==> src/rtl/core/oqar_pkg.sv <==
package oqar_pkg;

   // Field widths
   localparam int ID_W     = 8;
   localparam int STATUS_W = 2;
   localparam int COUNT_W  = 5;

   // Default number of queue cells
   localparam int DEPTH_DEFAULT = 16;

   // Operation codes
   localparam logic KIND_APPEND = 1'b0;
   localparam logic KIND_REMOVE = 1'b1;

   // Status codes
   localparam logic [STATUS_W-1:0] ST_APPENDED  = 2'd0;
   localparam logic [STATUS_W-1:0] ST_REMOVED   = 2'd1;
   localparam logic [STATUS_W-1:0] ST_NOT_FOUND = 2'd2;
   localparam logic [STATUS_W-1:0] ST_FULL      = 2'd3;

   // Per-cycle command broadcast to every cell
   typedef struct packed {
      logic            append_go;
      logic            remove_go;
      logic [ID_W-1:0] id;
   } cell_ctrl_type;

endpackage

==> src/rtl/core/oqar_if.sv <==
// Request word: operation and task identifier
interface oqar_req_if;
   logic                     valid;
   logic                     ready;
   logic                     kind;
   logic [oqar_pkg::ID_W-1:0] task_id;

   modport source (output valid, output kind, output task_id, input ready);
   modport sink   (input valid, input kind, input task_id, output ready);
endinterface

// Response word: status, count after the operation, echoed identifier
interface oqar_rsp_if;
   logic                         valid;
   logic                         ready;
   logic [oqar_pkg::STATUS_W-1:0] status;
   logic [oqar_pkg::COUNT_W-1:0]  entry_count;
   logic [oqar_pkg::ID_W-1:0]     echo_id;

   modport source (output valid, output status, output entry_count, output echo_id,
                   input ready);
   modport sink   (input valid, input status, input entry_count, input echo_id,
                   output ready);
endinterface

==> src/rtl/core/oqar_cell.sv <==
// One queue slot. Holds an entry, matches it against the command id and
// takes its neighbor's entry when a removal closes the gap.
module oqar_cell #(
   parameter int INDEX = 0,
   parameter int LEN_W = 5
) (
   input  logic                       clock,
   input  oqar_pkg::cell_ctrl_type    ctrl,
   input  logic [LEN_W-1:0]           length,
   input  logic                       seen_in,
   input  logic [oqar_pkg::ID_W-1:0]  next_entry,
   output logic                       seen_out,
   output logic [oqar_pkg::ID_W-1:0]  entry
);

   logic [oqar_pkg::ID_W-1:0] entry_ff;
   logic [oqar_pkg::ID_W-1:0] entry_in;
   logic                      occupied;
   logic                      is_tail;

   assign occupied = length > LEN_W'(INDEX);
   assign is_tail  = length == LEN_W'(INDEX);

   // first-match chain: high from the matching cell toward the tail
   assign seen_out = seen_in | (occupied & (entry_ff == ctrl.id));

   // append writes the tail slot, removal pulls from the neighbor
   always_comb begin
      entry_in = entry_ff;
      if (ctrl.append_go && is_tail) begin
         entry_in = ctrl.id;
      end else if (ctrl.remove_go && seen_out) begin
         entry_in = next_entry;
      end
   end

   always_ff @(posedge clock) begin
      entry_ff <= entry_in;
   end

   assign entry = entry_ff;

endmodule

==> src/rtl/core/ordered_queue_append_remove_unit.sv <==
// Channel   Dir   Words                              Notes
// req_word  in    kind, task_id                      append (0) or remove (1)
// rsp_word  out   status, entry_count, echo_id       one word per request
//
// One request a cycle unless the response stalls; its response appears the
// next cycle from an output register, fed by the combinational match chain
// and one-step shift. Reset clears the count and response valid flag; cell
// contents and response payload are not cleared. A stalled response holds
// the request side only when the response register is full and not taken.
module ordered_queue_append_remove_unit #(
   parameter int QUEUE_DEPTH = oqar_pkg::DEPTH_DEFAULT
) (
   input  logic           clock,
   input  logic           reset,
   oqar_req_if.sink       req_word,
   oqar_rsp_if.source     rsp_word
);

   localparam int LEN_W = $clog2(QUEUE_DEPTH + 1);

   logic [LEN_W-1:0]                length_ff;
   logic [LEN_W-1:0]                length_in;
   logic                            rsp_valid_ff;
   logic                            rsp_valid_in;
   logic [oqar_pkg::STATUS_W-1:0]   status_ff;
   logic [oqar_pkg::STATUS_W-1:0]   status_in;
   logic [oqar_pkg::COUNT_W-1:0]    count_ff;
   logic [oqar_pkg::ID_W-1:0]       echo_ff;

   logic                            accept;
   logic                            full;
   logic                            found;
   oqar_pkg::cell_ctrl_type         ctrl;
   logic [QUEUE_DEPTH:0]            seen;
   logic [oqar_pkg::ID_W-1:0]       entry [QUEUE_DEPTH];
   logic [oqar_pkg::ID_W-1:0]       next_entry [QUEUE_DEPTH];

   // handshake: accept whenever the response slot is free or draining
   assign req_word.ready = !rsp_valid_ff || rsp_word.ready;
   assign accept         = req_word.valid && req_word.ready;
   assign full           = length_ff == LEN_W'(QUEUE_DEPTH);
   assign found          = seen[QUEUE_DEPTH];

   assign ctrl.append_go = accept && (req_word.kind == oqar_pkg::KIND_APPEND) && !full;
   assign ctrl.remove_go = accept && (req_word.kind == oqar_pkg::KIND_REMOVE);
   assign ctrl.id        = req_word.task_id;

   // row of cells, head at index 0
   assign seen[0] = 1'b0;
   for (genvar i = 0; i < QUEUE_DEPTH; i++) begin : g_cell
      if (i == QUEUE_DEPTH - 1) begin : g_last
         assign next_entry[i] = entry[i];
      end else begin : g_mid
         assign next_entry[i] = entry[i+1];
      end
      oqar_cell #(
         .INDEX (i),
         .LEN_W (LEN_W)
      ) u_cell (
         .clock      (clock),
         .ctrl       (ctrl),
         .length     (length_ff),
         .seen_in    (seen[i]),
         .next_entry (next_entry[i]),
         .seen_out   (seen[i+1]),
         .entry      (entry[i])
      );
   end

   // count and status
   always_comb begin
      length_in = length_ff;
      status_in = oqar_pkg::ST_APPENDED;
      if (req_word.kind == oqar_pkg::KIND_APPEND) begin
         if (full) begin
            status_in = oqar_pkg::ST_FULL;
         end else begin
            status_in = oqar_pkg::ST_APPENDED;
            length_in = length_ff + LEN_W'(1);
         end
      end else begin
         if (found) begin
            status_in = oqar_pkg::ST_REMOVED;
            length_in = length_ff - LEN_W'(1);
         end else begin
            status_in = oqar_pkg::ST_NOT_FOUND;
         end
      end
   end

   // response valid
   always_comb begin
      rsp_valid_in = rsp_valid_ff;
      if (accept) begin
         rsp_valid_in = 1'b1;
      end else if (rsp_word.ready) begin
         rsp_valid_in = 1'b0;
      end
   end

   always_ff @(posedge clock) begin
      if (reset) begin
         length_ff    <= '0;
         rsp_valid_ff <= 1'b0;
      end else begin
         rsp_valid_ff <= rsp_valid_in;
         if (accept) begin
            length_ff <= length_in;
         end
      end
   end

   // response payload
   always_ff @(posedge clock) begin
      if (accept) begin
         status_ff <= status_in;
         count_ff  <= oqar_pkg::COUNT_W'(length_in);
         echo_ff   <= req_word.task_id;
      end
   end

   assign rsp_word.valid       = rsp_valid_ff;
   assign rsp_word.status      = status_ff;
   assign rsp_word.entry_count = count_ff;
   assign rsp_word.echo_id     = echo_ff;

   // checks
   a_len_bound: assert property (@(posedge clock) disable iff (reset)
      length_ff <= LEN_W'(QUEUE_DEPTH))
      else $error("queue count above depth");

   a_remove_shrinks: assert property (@(posedge clock) disable iff (reset)
      (ctrl.remove_go && found) |=> (length_ff == $past(length_ff) - LEN_W'(1)))
      else $error("successful removal did not shrink the queue");

   a_full_drop: assert property (@(posedge clock) disable iff (reset)
      (accept && req_word.kind == oqar_pkg::KIND_APPEND && full)
      |=> (rsp_word.status == oqar_pkg::ST_FULL && $stable(length_ff)))
      else $error("append to full queue not dropped");

   a_miss_holds: assert property (@(posedge clock) disable iff (reset)
      (ctrl.remove_go && !found)
      |=> (rsp_word.status == oqar_pkg::ST_NOT_FOUND && $stable(length_ff)))
      else $error("missed removal changed the queue");

   a_stall_cause: assert property (@(posedge clock) disable iff (reset)
      !req_word.ready |-> rsp_valid_ff)
      else $error("request stalled with empty response slot");

endmodule
==> src/flat_wrapper.sv <==
// flat-port wrapper written by rule: the top's interface ports become plain ports
module ordered_queue_append_remove_unit_flat 
#(
   parameter int QUEUE_DEPTH = oqar_pkg::DEPTH_DEFAULT
)
  (clock, reset, req_word_valid, req_word_kind, req_word_task_id, req_word_ready, rsp_word_valid, rsp_word_status, rsp_word_entry_count, rsp_word_echo_id, rsp_word_ready);
  oqar_req_if req_word_i ();
  oqar_rsp_if rsp_word_i ();
  input  logic clock;
  input  logic reset;
  input wire logic [$bits(req_word_i.valid)-1:0] req_word_valid;
  input wire logic [$bits(req_word_i.kind)-1:0] req_word_kind;
  input wire logic [$bits(req_word_i.task_id)-1:0] req_word_task_id;
  output wire logic [$bits(req_word_i.ready)-1:0] req_word_ready;
  output wire logic [$bits(rsp_word_i.valid)-1:0] rsp_word_valid;
  output wire logic [$bits(rsp_word_i.status)-1:0] rsp_word_status;
  output wire logic [$bits(rsp_word_i.entry_count)-1:0] rsp_word_entry_count;
  output wire logic [$bits(rsp_word_i.echo_id)-1:0] rsp_word_echo_id;
  input wire logic [$bits(rsp_word_i.ready)-1:0] rsp_word_ready;
  assign req_word_i.valid = req_word_valid;
  assign req_word_i.kind = req_word_kind;
  assign req_word_i.task_id = req_word_task_id;
  assign req_word_ready = req_word_i.ready;
  assign rsp_word_valid = rsp_word_i.valid;
  assign rsp_word_status = rsp_word_i.status;
  assign rsp_word_entry_count = rsp_word_i.entry_count;
  assign rsp_word_echo_id = rsp_word_i.echo_id;
  assign rsp_word_i.ready = rsp_word_ready;
  ordered_queue_append_remove_unit #(.QUEUE_DEPTH(QUEUE_DEPTH)) u_core (.clock(clock), .reset(reset), .req_word(req_word_i), .rsp_word(rsp_word_i));
endmodule
==> config.mk <==
export PLATFORM = sky130hd
export DESIGN_NAME = ordered_queue_append_remove_unit_flat
export DESIGN_NICKNAME = d
export VERILOG_FILES = /design/src/rtl/core/oqar_pkg.sv /design/src/rtl/core/oqar_if.sv /design/src/rtl/core/oqar_cell.sv /design/src/rtl/core/ordered_queue_append_remove_unit.sv /design/src/flat_wrapper.sv
export SDC_FILE = /design/constraint.sdc
export NUM_CORES = 1
export LEC_CHECK = 0
export ABC_AREA = 1
export CAP_MARGIN = 5
export CORE_ASPECT_RATIO = 1.25
export CORE_MARGIN = 3
export CORE_UTILIZATION = 50
export DETAILED_ROUTE_END_ITERATION = 10
export DONT_BUFFER_PORTS = 1
export GPL_ROUTABILITY_DRIVEN = 0
export SYNTH_ARGS = -nofsm -noshare
export SYNTH_HDL_FRONTEND = slang
export SYNTH_SLANG_ARGS = --single-unit
==> constraint.sdc <==
create_clock -name clock -period 6.1 [get_ports clock]
set_input_delay 0.61 -clock clock [delete_from_list [all_inputs] [get_ports clock]]
set_output_delay 0.61 -clock clock [all_outputs]
set_load 0.005 [all_outputs]
* Word-level counts from Yosys, hierarchy flattened *
Index checks and enable logic that the tools add are counted.

word-level totals
  input port bits = 13
  output and inout port bits = 17
  word-level logic and storage cells = 196
  bits in registers = 149

operators by class
  add/sub/neg operators = 2
  mux-type cells = 38
  reductions and logical operators = 55
  eq/ne operators = 32
  magnitude comparators = 16
  bitwise operators = 32

operator list
  cell                   number
  $mux W8                30
  $eq A8 B8 Y1           16
  $eq A5 B4 Y1 const B   8
  $gt A5 B4 Y1 const B   8
  $logic_and A1 B1 Y1    35
  $reduce_bool A2 Y1     16
  $eq A5 B3 Y1 const B   4
  $gt A5 B3 Y1 const B   4
  $and A1 B1 Y1          16
  $mux W5                3
  $or A1 B1 Y1           15
  $eq A5 B2 Y1 const B   2
  $gt A5 B1 Y1 const B   2
  $gt A5 B2 Y1 const B   2
  $mux W2                3
  $add A5 B1 Y5 const B  1
  $eq A5 B1 Y1 const B   1
  $eq A5 B5 Y1 const B   1
  $logic_not A5 Y1       1
  $sub A5 B1 Y5 const B  1
  $logic_not A1 Y1       2
  $mux W1                2
  $logic_or A1 B1 Y1     1
  $not A1 Y1             1

* Logic depth before layout (Yosys ltp) *
Gate-level depths: netlist of run 1.

  depth after elaboration = 19
  depth in mapped cells = 20
  depth with buffers taken out = 19

* Modules after synthesis *
From an unflattened synthesis of run 1, not the netlist that was laid out.

second synthesis, totals
  cells, all modules = 1258
  area, all modules = 10090.9 um^2

modules (own cells, without submodules)
  module                                 cells each  times used  area an instance (um^2)
  ordered_queue_append_remove_unit       105         1           997.2
  oqar_cell at u_core.g_cell[14].u_cell  77          1           599.3
  oqar_cell at u_core.g_cell[8].u_cell   81          1           593.1
  oqar_cell at u_core.g_cell[10].u_cell  71          1           589.3
  oqar_cell at u_core.g_cell[9].u_cell   74          1           581.8
  oqar_cell at u_core.g_cell[11].u_cell  75          1           579.3
  oqar_cell at u_core.g_cell[4].u_cell   74          1           579.3
  oqar_cell at u_core.g_cell[6].u_cell   77          1           576.8
  oqar_cell at u_core.g_cell[0].u_cell   73          1           574.3
  oqar_cell at u_core.g_cell[1].u_cell   74          1           571.8
  oqar_cell at u_core.g_cell[13].u_cell  68          1           568.0
  oqar_cell at u_core.g_cell[3].u_cell   70          1           559.3
  oqar_cell at u_core.g_cell[7].u_cell   70          1           558.0
  oqar_cell at u_core.g_cell[15].u_cell  68          1           555.5
  3 more rows                            -           -           -

* Worst setup path after synthesis of run 1 *
OpenSTA, ideal clock, no wires.

  kind = input port to flip-flop
  start point = input req_word_task_id[0]
  end point = register u_core.g_cell[14].u_cell.entry_ff (netlist bit u_core.g_cell[14].u_cell.entry[0]) (enable)
  path buffers = 2
  path slack = 3161 ps
  stages = 11
  required time = 5716 ps
  arrival time = 2555 ps
  cells stage by stage = buf_4 inv_2 clkbuf_1 nand2_1 a21oi_1 inv_1 nor4_1 inv_1 nand4_1 nor2_2 o21ai_0

between the ends
  word-level cells in the longest chain between the ends = 18
  elaborated cells on any way between the ends = 46
  those cells by class = eq/ne (15); bitwise (29); reduce/logical (2)

ends and longest elaborated chain
  element                                RTL line            RTL
  start, declared                        flat_wrapper.sv:13  input wire logic [$bits(req_word_i.task_id)-1:0] req_word_task_id;
  $eq A8 B8 Y1                           oqar_cell.sv:25     assign seen_out = seen_in | (occupied & (entry_ff == ctrl.id));
  $and A1 B1 Y1                          oqar_cell.sv:25
  $or A1 B1 Y1 (13 in series)            oqar_cell.sv:25
  $or A1 B1 Y1 *                         oqar_cell.sv:25
  $logic_and A1 B1 Y1 *                  oqar_cell.sv:32     end else if (ctrl.remove_go && seen_out) begin
  $reduce_bool A2 Y1 (no source line) *  -
  end signal, assigned                   oqar_cell.sv:38     entry_ff <= entry_in;
  end, declared                          oqar_cell.sv:16     logic [oqar_pkg::ID_W-1:0] entry_ff;

Mark *: on every way between the ends. The rest lies on a longest branch, timed or not.
A chain may end at the register's enable or synchronous reset.

* Worst setup path after layout of run 1 *
  start point = register u_core.length_ff[0]
  end point = register u_core.g_cell[14].u_cell.entry_ff (netlist bit u_core.g_cell[14].u_cell.entry[4]) (enable)

between the ends
  word-level cells in the longest chain between the ends = 18
  elaborated cells on any way between the ends = 51
  those cells by class = order compare (15); eq/ne (2); bitwise (29); reduce/logical (5)

ends and longest elaborated chain
  element                                RTL line                                 RTL
  start, declared                        ordered_queue_append_remove_unit.sv:21   logic [LEN_W-1:0] length_ff;
  start signal, assigned                 ordered_queue_append_remove_unit.sv:108  length_ff <= length_in;
  $gt A5 B1 Y1                           oqar_cell.sv:21                          assign occupied = length > LEN_W'(INDEX);
  $and A1 B1 Y1                          oqar_cell.sv:25
  $or A1 B1 Y1 (14 in series)            oqar_cell.sv:25
  $logic_and A1 B1 Y1                    oqar_cell.sv:32
  $reduce_bool A2 Y1 (no source line) *  -

Marks and branches as above.

==> results_dict.tcl, run 1 <==
set metrics [dict create \
    end_kind "register" \
    powerDensity_nw_per_um2 275 \
    synth_warnings 0 \
    dieArea_sq_um 18900 \
    crit_fanout 17 \
    rr_startpoint "u_core.length_ff[0]" \
    coreArea_sq_um 16900 \
    die_h_um 153 \
    hold_viol 0 \
    grt_max_degree 29 \
    synth_edf_count 143 \
    worst_pin_slew_ns 1.22 \
    final_nets 940 \
    ff2ff_setup_slack_ns 1.99 \
    ios 30 \
    cp-start-kind "register" \
    crit_required_ns 6.15 \
    yosysTopAreaCell "edfxtp_1" \
    rr_worst_depth 9 \
    final_cells 1154 \
    syn2layout_area_growth_pct 7.75 \
    finalSetupViolCount 0 \
    cts_tree "done" \
    netlist_area_sq_um 8650 \
    synth_ff_type "edfxtp_1" \
    totalWireLength_um 23200 \
    tns_ns 0 \
    fmax_mhz 244 \
    grt_first_pass_wirelength_um 35900 \
    worstHoldPathCells 1 \
    netlist_instances 951 \
    async_flop_share 0 \
    cts_buffers 17 \
    hold_buffers 0 \
    die_width_um 124 \
    dpl.hpwl_um 15400 \
    crit_end "u_core.g_cell[14].u_cell.entry[4]" \
    synth.most_common_cell "nand2_1" \
    ys_ff_latch 149 \
    synth_common_cells "nand2_1 (242), o21ai_0 (144), edfxtp_1 (143)" \
    final_util 0.551 \
    max_slew_margin 0.183 \
    finClkSkew_ns 0.00993 \
    port_buffers 0 \
    ir_worst_vdd_uv 196 \
    drt-vias-per-instance 5.78 \
    drc_errors 0 \
    cts.sinks 149 \
    floorplan.initialDensity 0.512 \
    synth.area.top_cells "edfxtp_1 (50%), nand2_1 (10%), o21ai_0 (8.3%), xor2_1 (5.4%), xnor2_1 (4.1%)" \
    drtPass1Iterations 6 \
    max-cap-violations 0 \
    grt_pass1_vias 6369 \
    crit_type "reg -> reg" \
    cts_setup_buffers 0 \
    worstPathArrival_ns 4.15 \
    clk_pin_slew_ns 0.06 \
    avgSynthCellArea_sq_um 9.10 \
    fillCellCount 1495 \
    antenna_found_initial 0 \
    synth_cell_type_count 45 \
    cts.repair.resized 0 \
    timing.final.crit_share 0.673 \
    rows 53 \
    drive_gt1_frac 0.0942 \
    ctsRootBufferMaster "clkbuf_16" \
    finalMaxSlewViolations 0 \
    critPathLaunch "u_core.length_ff[0]" \
    routedWlPerCell_um 20.1 \
    p_leak_nw 3.72 \
    grt_use_total 0.251 \
    num_antenna_cells 0 \
    gr-total-overflow 0 \
    placed_cells 1122 \
    fin_crit_ns 4.11 \
    holdCritPathClass "in -> reg" \
    yosysTopAreaCellShare 0.496 \
    syn-num-nets 970 \
    grt_setup_unrepaired "false" \
    drt_iter0_drc 705 \
    postRouteAntennaNets 0 \
    seq_area_frac_synth 0.510 \
    clk_latency_ns 0.43 \
    rr_endpoint "u_core.g_cell[14].u_cell.entry[4]" \
    htree_levels 4 \
    num_vias 6670 \
    status "completed" \
    cts_buffer_depth 2 \
]
==> where the power goes <==
group	leakage (nW)	internal (mW)	switching, mW	total (mW)
registers	1.35	1.14	0.0201	1.16
clock network	0.337	0.784	0.433	1.22
logic	2.03	0.0639	0.131	0.195
==> per-layer routing <==
metal / routed length (um) / part of all wire / track usage
met5: 0 / 0 / 0
met1: 9720 / 0.42 / 0.339
met4: 425 / 0.018 / 0.0797
met2: 11400 / 0.49 / 0.405
met3: 1610 / 0.070 / 0.0503
==> kinds of logic (layout without fill, tap and decap cells) <==
| logic type | count (synthesis) | after routing | synth area share |
|---|---|---|---|
| compound gates | 163 | 163 | 0.0992 |
| xor+xnor | 94 | 94 | 0.0951 |
| fa+ha+maj | 6 | 6 | 0.00868 |
| buf+inv | 119 | 102 | 0.0656 |
| flops | 149 | 149 | 0.510 |
| simple gates | 420 | 420 | 0.221 |
==> layout by cell type (no fill, tap or decap), types with 2 or more instances in the layout <==
master / netlist / final
or2_1: 2 / 2
dfxtp_1: 6 / 6
nand3_1: 24 / 24
nor3b_1: 3 / 3
nor3_1: 10 / 10
nand2_1: 242 / 242
buf_4: 6 / 3
o22ai_1: 2 / 2
clkbuf_16: 0 / 17
o211ai_1: 2 / 2
a2111oi_0: 3 / 3
nand4_2: 5 / 5
nand4_1: 21 / 21
o21ai_0: 144 / 144
a21oi_1: 5 / 5
clkinv_2: 0 / 2
nor2_1: 67 / 67
xnor2_1: 41 / 41
ha_1: 6 / 6
inv_1: 55 / 55
bufinv_16: 0 / 6
edfxtp_1: 143 / 143
xor2_1: 53 / 53
nor2_2: 10 / 10
clkinv_4: 1 / 3
inv_6: 0 / 3
nor2_4: 2 / 2
nand3_2: 8 / 8
nand2_4: 2 / 2
nor4_1: 7 / 7
nand2_2: 2 / 2
inv_2: 11 / 11
or2_2: 10 / 10
==> flip-flops by register name (all words and copies together), names as in the netlist <==
name                         count
u_core.rsp_word.echo_id          8
u_core.rsp_word.entry_count      5
u_core.rsp_word.valid            1
u_core.rsp_word.status           2
u_core.length_ff                 5
u_core.g_cell.u_cell.entry     128
==> area by class of cell <==
cell class | count | area [sq um] | share of cell area
clock buffer | 18 | 439 | 0.0471
clock inverter | 14 | 245 | 0.0263
inverter | 67 | 256 | 0.0275
multi-input combinational | 683 | 3670 | 0.394
sequential | 149 | 4410 | 0.473
tap | 220 | 275 | 0.0295
timing repair buffer | 3 | 22.5 | 0.00242
==> stage by stage <==
step,hold slack (ns),power (mW),area [sq um],setup WS (ns)
after floorplan,0.518,1.34,8650,3.16
after global placement,0.556,1.37,8640,2.25
after detailed placement,0.564,1.37,8640,2.06
after CTS,0.229,2.58,9320,2.08
after global routing,0.230,2.65,9320,1.64
final,0.236,2.57,9320,1.99
==> worst min-delay path by stage <==
stage                                startpoint                               end  slack, ns
4_1_cts                                   reset             u_core.rsp_word.valid       0.23
3_5_place_dp              u_core.rsp_word.valid             u_core.rsp_word.valid       0.56
5_1_grt                                   reset             u_core.rsp_word.valid       0.23
6_report                                  reset             u_core.rsp_word.valid       0.24
3_3_place_gp   u_core.g_cell[6].u_cell.entry[4]  u_core.g_cell[5].u_cell.entry[4]       0.56
2_1_floorplan             u_core.rsp_word.valid             u_core.rsp_word.valid       0.52
==> critical path: stages (launching register included) <==
cell	delay, ns
dfxtp_1	0.48
inv_1	0.21
ha_1	0.25
inv_1	0.08
nor3_1	0.07
inv_2	0.07
nand2_1	0.09
nor2_1	0.93
nand4_1	0.81
o21ai_0	0.72
No activity file was read; power rests on OpenSTA's default activity.
==> inputs of run 2 (changes only) <==
==> constraint.sdc (replaced) <==
create_clock -name clock -period 4 [get_ports clock]
set_input_delay 0.4 -clock clock [delete_from_list [all_inputs] [get_ports clock]]
set_output_delay 0.4 -clock clock [all_outputs]
set_load 0.005 [all_outputs]
==> run 2 against run 1 <==
Compared with the run above:
- maximum frequency is 24% higher
- sequential power is 52% higher
- cell count is 1.6% higher
- non-clock buffer count is 19 higher
- wire length is 1.0% higher
- clock skew hardly changed
- total power is 44% higher
- global-route usage is 0.16 points higher
- clock power is 34% higher
- first-iteration DRC count is 15% higher
- via count is 2.1% higher
- critical path type unchanged
- largest cell class unchanged
- highest routed layer unchanged
==> results_dict.tcl, run 2 (synthesis results as in run 1) <==
set metrics [dict create \
    finalPower_mw 3.71 \
    timing.final.crit_share 0.825 \
    worstHoldStart "reset" \
    crit_family "simple AND/OR/NAND/NOR gates" \
    cts.sinks 149 \
    die_width_um 124 \
    dieArea_sq_um 18900 \
    cts.repair.resized 0 \
    gr-total-overflow 0 \
    ios 30 \
    htree_levels 4 \
    cp_slowest_cell "o21ai_0" \
    final_common_cell "nand2_1" \
    drt_iter0_drc 809 \
    crit_fanout 17 \
    totalWireLength_um 23400 \
    rows 53 \
    drive_gt1_frac 0.111 \
    place_area_sq_um 8780 \
    max_slew_margin 0.130 \
    cts_buffer_depth 2 \
    max-cap-violations 0 \
    antenna_found_initial 0 \
    rr_startpoint "u_core.length_ff[0]" \
    grt_use_total 0.253 \
    rr_endpoint "u_core.g_cell[6].u_cell.entry[0]" \
    cts_setup_buffers 0 \
    ff2ff_setup_slack_ns 0.70 \
    final_cells 1173 \
    crit_required_ns 4.04 \
    fmax_mhz 303 \
    grt_pass1_vias 6542 \
    cts_buffers 17 \
    hold_buffers 0 \
    fillCellCount 1497 \
    drc_errors 0 \
    ctsRootBufferMaster "clkbuf_16" \
    grt_setup_unrepaired "false" \
    final_cell_mix "nand2_1 (242), o21ai_0 (144), edfxtp_1 (143)" \
    largest_register_ffs 128 \
    crit_type "reg -> reg" \
    clk_pin_slew_ns 0.07 \
    grt_max_degree 25 \
    coreArea_sq_um 16900 \
    min_to "u_core.rsp_word.valid" \
    clk_latency_ns 0.43 \
    routedWlPerCell_um 19.9 \
    cpPeakStageDelay_ns 0.70 \
    num_vias 6809 \
    fin_crit_ns 3.30 \
    worst_pin_slew_ns 1.29 \
    port_buffers 0 \
    floorplan.initialDensity 0.512 \
    grt_first_pass_wirelength_um 36500 \
    postRouteAntennaNets 0 \
    drtPass1Iterations 5 \
    p_leak_nw 3.76 \
    hold_viol 0 \
    rr_worst_depth 11 \
    worstPathArrival_ns 3.34 \
    path_cells "inv_1, ha_1, inv_1, nor3_1, inv_2, nand2_1, nor2_1, inv_2, nor2_1, nand3_1, o21ai_0" \
    drt-vias-per-instance 5.80 \
    finalMaxSlewViolations 0 \
    status "completed" \
    die_h_um 153 \
    crit_buf_inv 4 \
    num_antenna_cells 0 \
    cp-start-kind "register" \
    dpl.hpwl_um 16100 \
    tns_ns 0 \
    end_kind "register" \
    finalSetupViolCount 0 \
    cts_tree "done" \
    final_cell_area_sq_um 9380 \
    ir_worst_vdd_uv 252 \
    powerDensity_nw_per_um2 395 \
    worstHoldPathCells 1 \
    finClkSkew_ns 0.00999 \
    final_nets 959 \
    holdCritPathClass "in -> reg" \
    placed_cells 1141 \
    syn2layout_area_growth_pct 8.44 \
]
[run 2: cell count changes in the layout (fill, tap and decap cells not counted)]
| cell | previous run | this run |
|---|---|---|
| inv_8 | 1 | 0 |
| clkinv_2 | 2 | 0 |
| inv_6 | 3 | 2 |
| clkbuf_1 | 0 | 1 |
| buf_4 | 3 | 22 |
| clkinvlp_4 | 0 | 2 |
| clkbuf_8 | 1 | 2 |
| bufinv_16 | 6 | 2 |
| clkinv_4 | 3 | 7 |
[run 2: how the worst max path moves through the flow]
stage	depth (start not counted)	from	to	slack, ns
6_report	11	u_core.length_ff[0]	u_core.g_cell[6].u_cell.entry[0]	0.70
5_1_grt	11	u_core.length_ff[0]	u_core.g_cell[6].u_cell.entry[7]	0.37
4_1_cts	11	u_core.length_ff[0]	u_core.g_cell[6].u_cell.entry[0]	0.74
3_5_place_dp	12	u_core.length_ff[4]	u_core.g_cell[14].u_cell.entry[5]	0.74
3_3_place_gp	11	u_core.length_ff[0]	u_core.g_cell[6].u_cell.entry[0]	0.78
2_1_floorplan	11	req_word_task_id[0]	u_core.g_cell[14].u_cell.entry[0]	1.27
[run 2: cell type report]
type                    instances  area [sq um]  area share
clock buffers                  20           457      0.0487
clock inverters                12           145      0.0155
inverters                      67           256      0.0273
multi-input cells             683          3670       0.391
flip-flops and latches        149          4410       0.470
well taps                     220           275      0.0293
repair buffers                 22           165      0.0176
[run 2: where the power goes]
group	internal [mW]	switching, mW
Clock	0.961	0.678
Combinational	0.106	0.204
Sequential	1.73	0.0267
[run 2: metrics by stage]
step,util,setup slack [ns],hold slack [ns]
after floorplan,-,1.27,0.469
after global placement,0.519,0.783,0.473
after detailed placement,0.519,0.743,0.472
after CTS,0.555,0.743,0.0139
after global routing,0.555,0.372,0.0103
final,0.555,0.699,0.0266
[run 2: layer usage]
layer,GRT usage,part of all wire,wire (um),vias up
met5,0,0,0,-
met4,0.0855,0.023,542,0
met3,0.0544,0.059,1390,37
met2,0.401,0.48,11300,272
met1,0.343,0.43,10100,3314
li1,-,-,-,3186
==> inputs of run 3 (changes only) <==
--- a/config.mk
+++ b/config.mk
@@ -5,7 +5,7 @@
 export SDC_FILE = /design/constraint.sdc
 export NUM_CORES = 1
 export LEC_CHECK = 0
-export ABC_AREA = 1
+export ABC_AREA = 0
 export CAP_MARGIN = 5
 export CORE_ASPECT_RATIO = 1.25
 export CORE_MARGIN = 3
==> constraint.sdc (replaced) <==
create_clock -name clock -period 3.05 [get_ports clock]
set_input_delay 0.305 -clock clock [delete_from_list [all_inputs] [get_ports clock]]
set_output_delay 0.305 -clock clock [all_outputs]
set_load 0.005 [all_outputs]
==> run 3 against run 2 <==
Compared with the run above:
- worst hold slack better by 0.027 ns
- sequential share of layout area up 0.32 points
- core utilization up 1.2 points
- synthesized cell count down 32%
- die area down 1.6%
- count of clock-buffer cells in the layout down 1
- critical endpoint is now u_core.rsp_word.entry_count[4]
- clock power up 29%
- largest cell class unchanged
- largest power group unchanged
==> results_dict.tcl, run 3 <==
set metrics [dict create \
    grt_first_pass_wirelength_um 30500 \
    path_cells "buf_4, ha_1, inv_1, nor2_1, ha_1, or3_1, nor3_2, nor4_4, nand2_4, o211ai_2, xnor2_1, a22oi_1" \
    crit_top_cell "ha_1" \
    crit_required_ns 3.25 \
    cts.sinks 149 \
    async_flop_share 0 \
    cp-start-kind "register" \
    hold_viol 0 \
    grt_setup_unrepaired "false" \
    finClkSkew_ns 0.00757 \
    floorplan.initialDensity 0.517 \
    drt-vias-per-instance 5.93 \
    setup_ws_ns 0.234 \
    end_kind "register" \
    clk_pin_slew_ns 0.06 \
    fillCellCount 1346 \
    num_vias 5239 \
    synth_common_cells "edfxtp_1 (143), mux2_2 (110), xnor2_1 (79)" \
    coreArea_sq_um 16500 \
    ir_worst_vdd_uv 328 \
    yosysTopAreaCellShare 0.505 \
    cts_tree "done" \
    synth_cell_type_count 58 \
    grt_pass1_vias 5309 \
    fmax_mhz 355 \
    port_buffers 0 \
    ff2ff_setup_slack_ns 0.23 \
    totalWireLength_um 19700 \
    min_to "u_core.length_ff[2]" \
    gr-total-overflow 0 \
    finalPower_mw 4.63 \
    die_h_um 152 \
    dieArea_sq_um 18600 \
    final_nets 673 \
    max_slew_margin 0.598 \
    rows 52 \
    netlist_instances 647 \
    worst_pin_slew_ns 0.601 \
    yosysTopAreaCell "edfxtp_1" \
    dp_slack_ns 0.207 \
    multi_input_area_sq_um 3740 \
    tns_ns 0 \
    place_area_sq_um 8630 \
    cp_slowest_cell "or3_1" \
    worstHoldStart "reset" \
    final_common_cell "edfxtp_1" \
    final_cells 883 \
    synth_edf_count 143 \
    finalSetupViolCount 0 \
    powerDensity_nw_per_um2 497 \
    worstHoldPathCells 2 \
    largest_register_ffs 128 \
    grt_use_total 0.218 \
    antenna_found_initial 4 \
    rr_endpoint "u_core.rsp_word.entry_count[4]" \
    fin_crit_ns 2.82 \
    cts_buffers 17 \
    ys_ff_latch 149 \
    grt_max_degree 33 \
    seq_area_frac_synth 0.519 \
    p_leak_nw 3.11 \
    crit_type "reg -> reg" \
    max-cap-violations 0 \
    dpl.hpwl_um 12400 \
    routedWlPerCell_um 22.3 \
    critPathLaunch "u_core.length_ff[1]" \
    ios 30 \
    syn2layout_area_growth_pct 9.64 \
    avgSynthCellArea_sq_um 13.1 \
    rr_worst_depth 12 \
    clk_latency_ns 0.42 \
    finalMaxSlewViolations 0 \
    synth.most_common_cell "edfxtp_1" \
    syn-num-nets 666 \
    cts_buffer_depth 2 \
    cpPeakStageDelay_ns 0.39 \
    drive_gt1_frac 0.283 \
    netlist_area_sq_um 8510 \
    final_cell_area_sq_um 9330 \
    drc_errors 0 \
    ctsRootBufferMaster "clkbuf_16" \
    final_cell_mix "edfxtp_1 (143), mux2_2 (110), xnor2_1 (79)" \
    synth_warnings 0 \
    drtPass1Iterations 5 \
    drt_iter0_drc 381 \
    num_antenna_cells 0 \
    placed_cells 841 \
    holdCritPathClass "in -> reg" \
    cts_setup_buffers 0 \
    synth.area.top_cells "edfxtp_1 (50%), mux2_2 (15%), xnor2_1 (8.1%), xor2_1 (5.3%), buf_6 (1.6%)" \
    crit_fanout 14 \
    postRouteAntennaNets 0 \
    timing.final.crit_share 0.923 \
    status "completed" \
    worstPathArrival_ns 3.01 \
    seq_area_sq_um 4420 \
    rr_startpoint "u_core.length_ff[1]" \
    htree_levels 4 \
    die_width_um 123 \
    synth_ff_type "edfxtp_1" \
]
## run 3: cell count changes after synthesis, sizes merged, moves of 12 or more
cell,before,now
xnor2,41,79
inv,66,11
nand2,246,34
or2,13,1
o21ai,145,19
clkbuf,29,14
nand3,32,10
nor2,80,17
mux2,0,122
## run 3: how the worst max path moves through the flow
stage | endpoint | slack (ns) | cells past startpoint
CTS | u_core.g_cell[13].u_cell.entry[0] | 0.17 | 9
finish | u_core.rsp_word.entry_count[4] | 0.23 | 12
global placement | u_core.length_ff[3] | 0.22 | 11
detailed placement | u_core.g_cell[5].u_cell.entry[0] | 0.21 | 7
global route | u_core.g_cell[13].u_cell.entry[6] | 0.08 | 10
floorplan | u_core.g_cell[13].u_cell.entry[0] | 0.06 | 12
## run 3: per-layer routing
metal | routed length (um) | track usage | vias up
met5 | 0 | 0 | -
met4 | 337 | 0.0710 | 0
met3 | 968 | 0.0394 | 29
met2 | 9930 | 0.362 | 164
met1 | 8460 | 0.289 | 2640
li1 | - | - | 2406
## run 3: cell families (layout without fill, tap and decap cells)
family | Yosys count | after routing | synth area share
AO/OA/AOI/OAI | 61 | 61 | 0.0506
XOR/XNOR | 130 | 130 | 0.134
adder cells (fa/ha/maj) | 6 | 6 | 0.00883
buffers and inverters | 56 | 76 | 0.0421
flip-flops | 149 | 149 | 0.519
multiplexers | 122 | 122 | 0.162
AND/OR/NAND/NOR | 123 | 123 | 0.0837
## run 3: critical path: cells and delay by family, from the launching register on
family          cells  cell delay [ns]
compound gates      2             0.41
xor+xnor            1             0.14
fa+ha+maj           2             0.45
buf+inv             2             0.30
flops               1             0.31
simple gates        5             0.98
## run 3: power by group
| group | total [mW] | internal (mW) | leakage [nW] | switching [mW] |
|---|---|---|---|---|
| Clock | 2.11 | 1.28 | 0.285 | 0.824 |
| Combinational | 0.252 | 0.118 | 1.48 | 0.134 |
| Sequential | 2.27 | 2.25 | 1.35 | 0.0214 |
## run 3: final cells by class
cell class,count,area share
Inverter,11,0.00443
Tap cell,216,0.0290
Sequential cell,149,0.474
Multi-Input combinational cell,442,0.401
Clock buffer,19,0.0464
Timing Repair Buffer,33,0.0293
Clock inverter,13,0.0166
## run 3: per-stage QoR
stage          utilization  hold WS [ns]
2_1_floorplan            -         0.404
3_3_place_gp         0.524         0.376
6_report             0.567        0.0534
4_1_cts              0.566        0.0335
3_5_place_dp         0.524         0.378
5_1_grt              0.567        0.0389
## run 3: what timing repair did
item	4_1_cts	5_1_grt
hold buffers	10	0
endpoints found under the hold margin	18	0
gates resized for setup	0	3
endpoints found under the setup margin	0	44
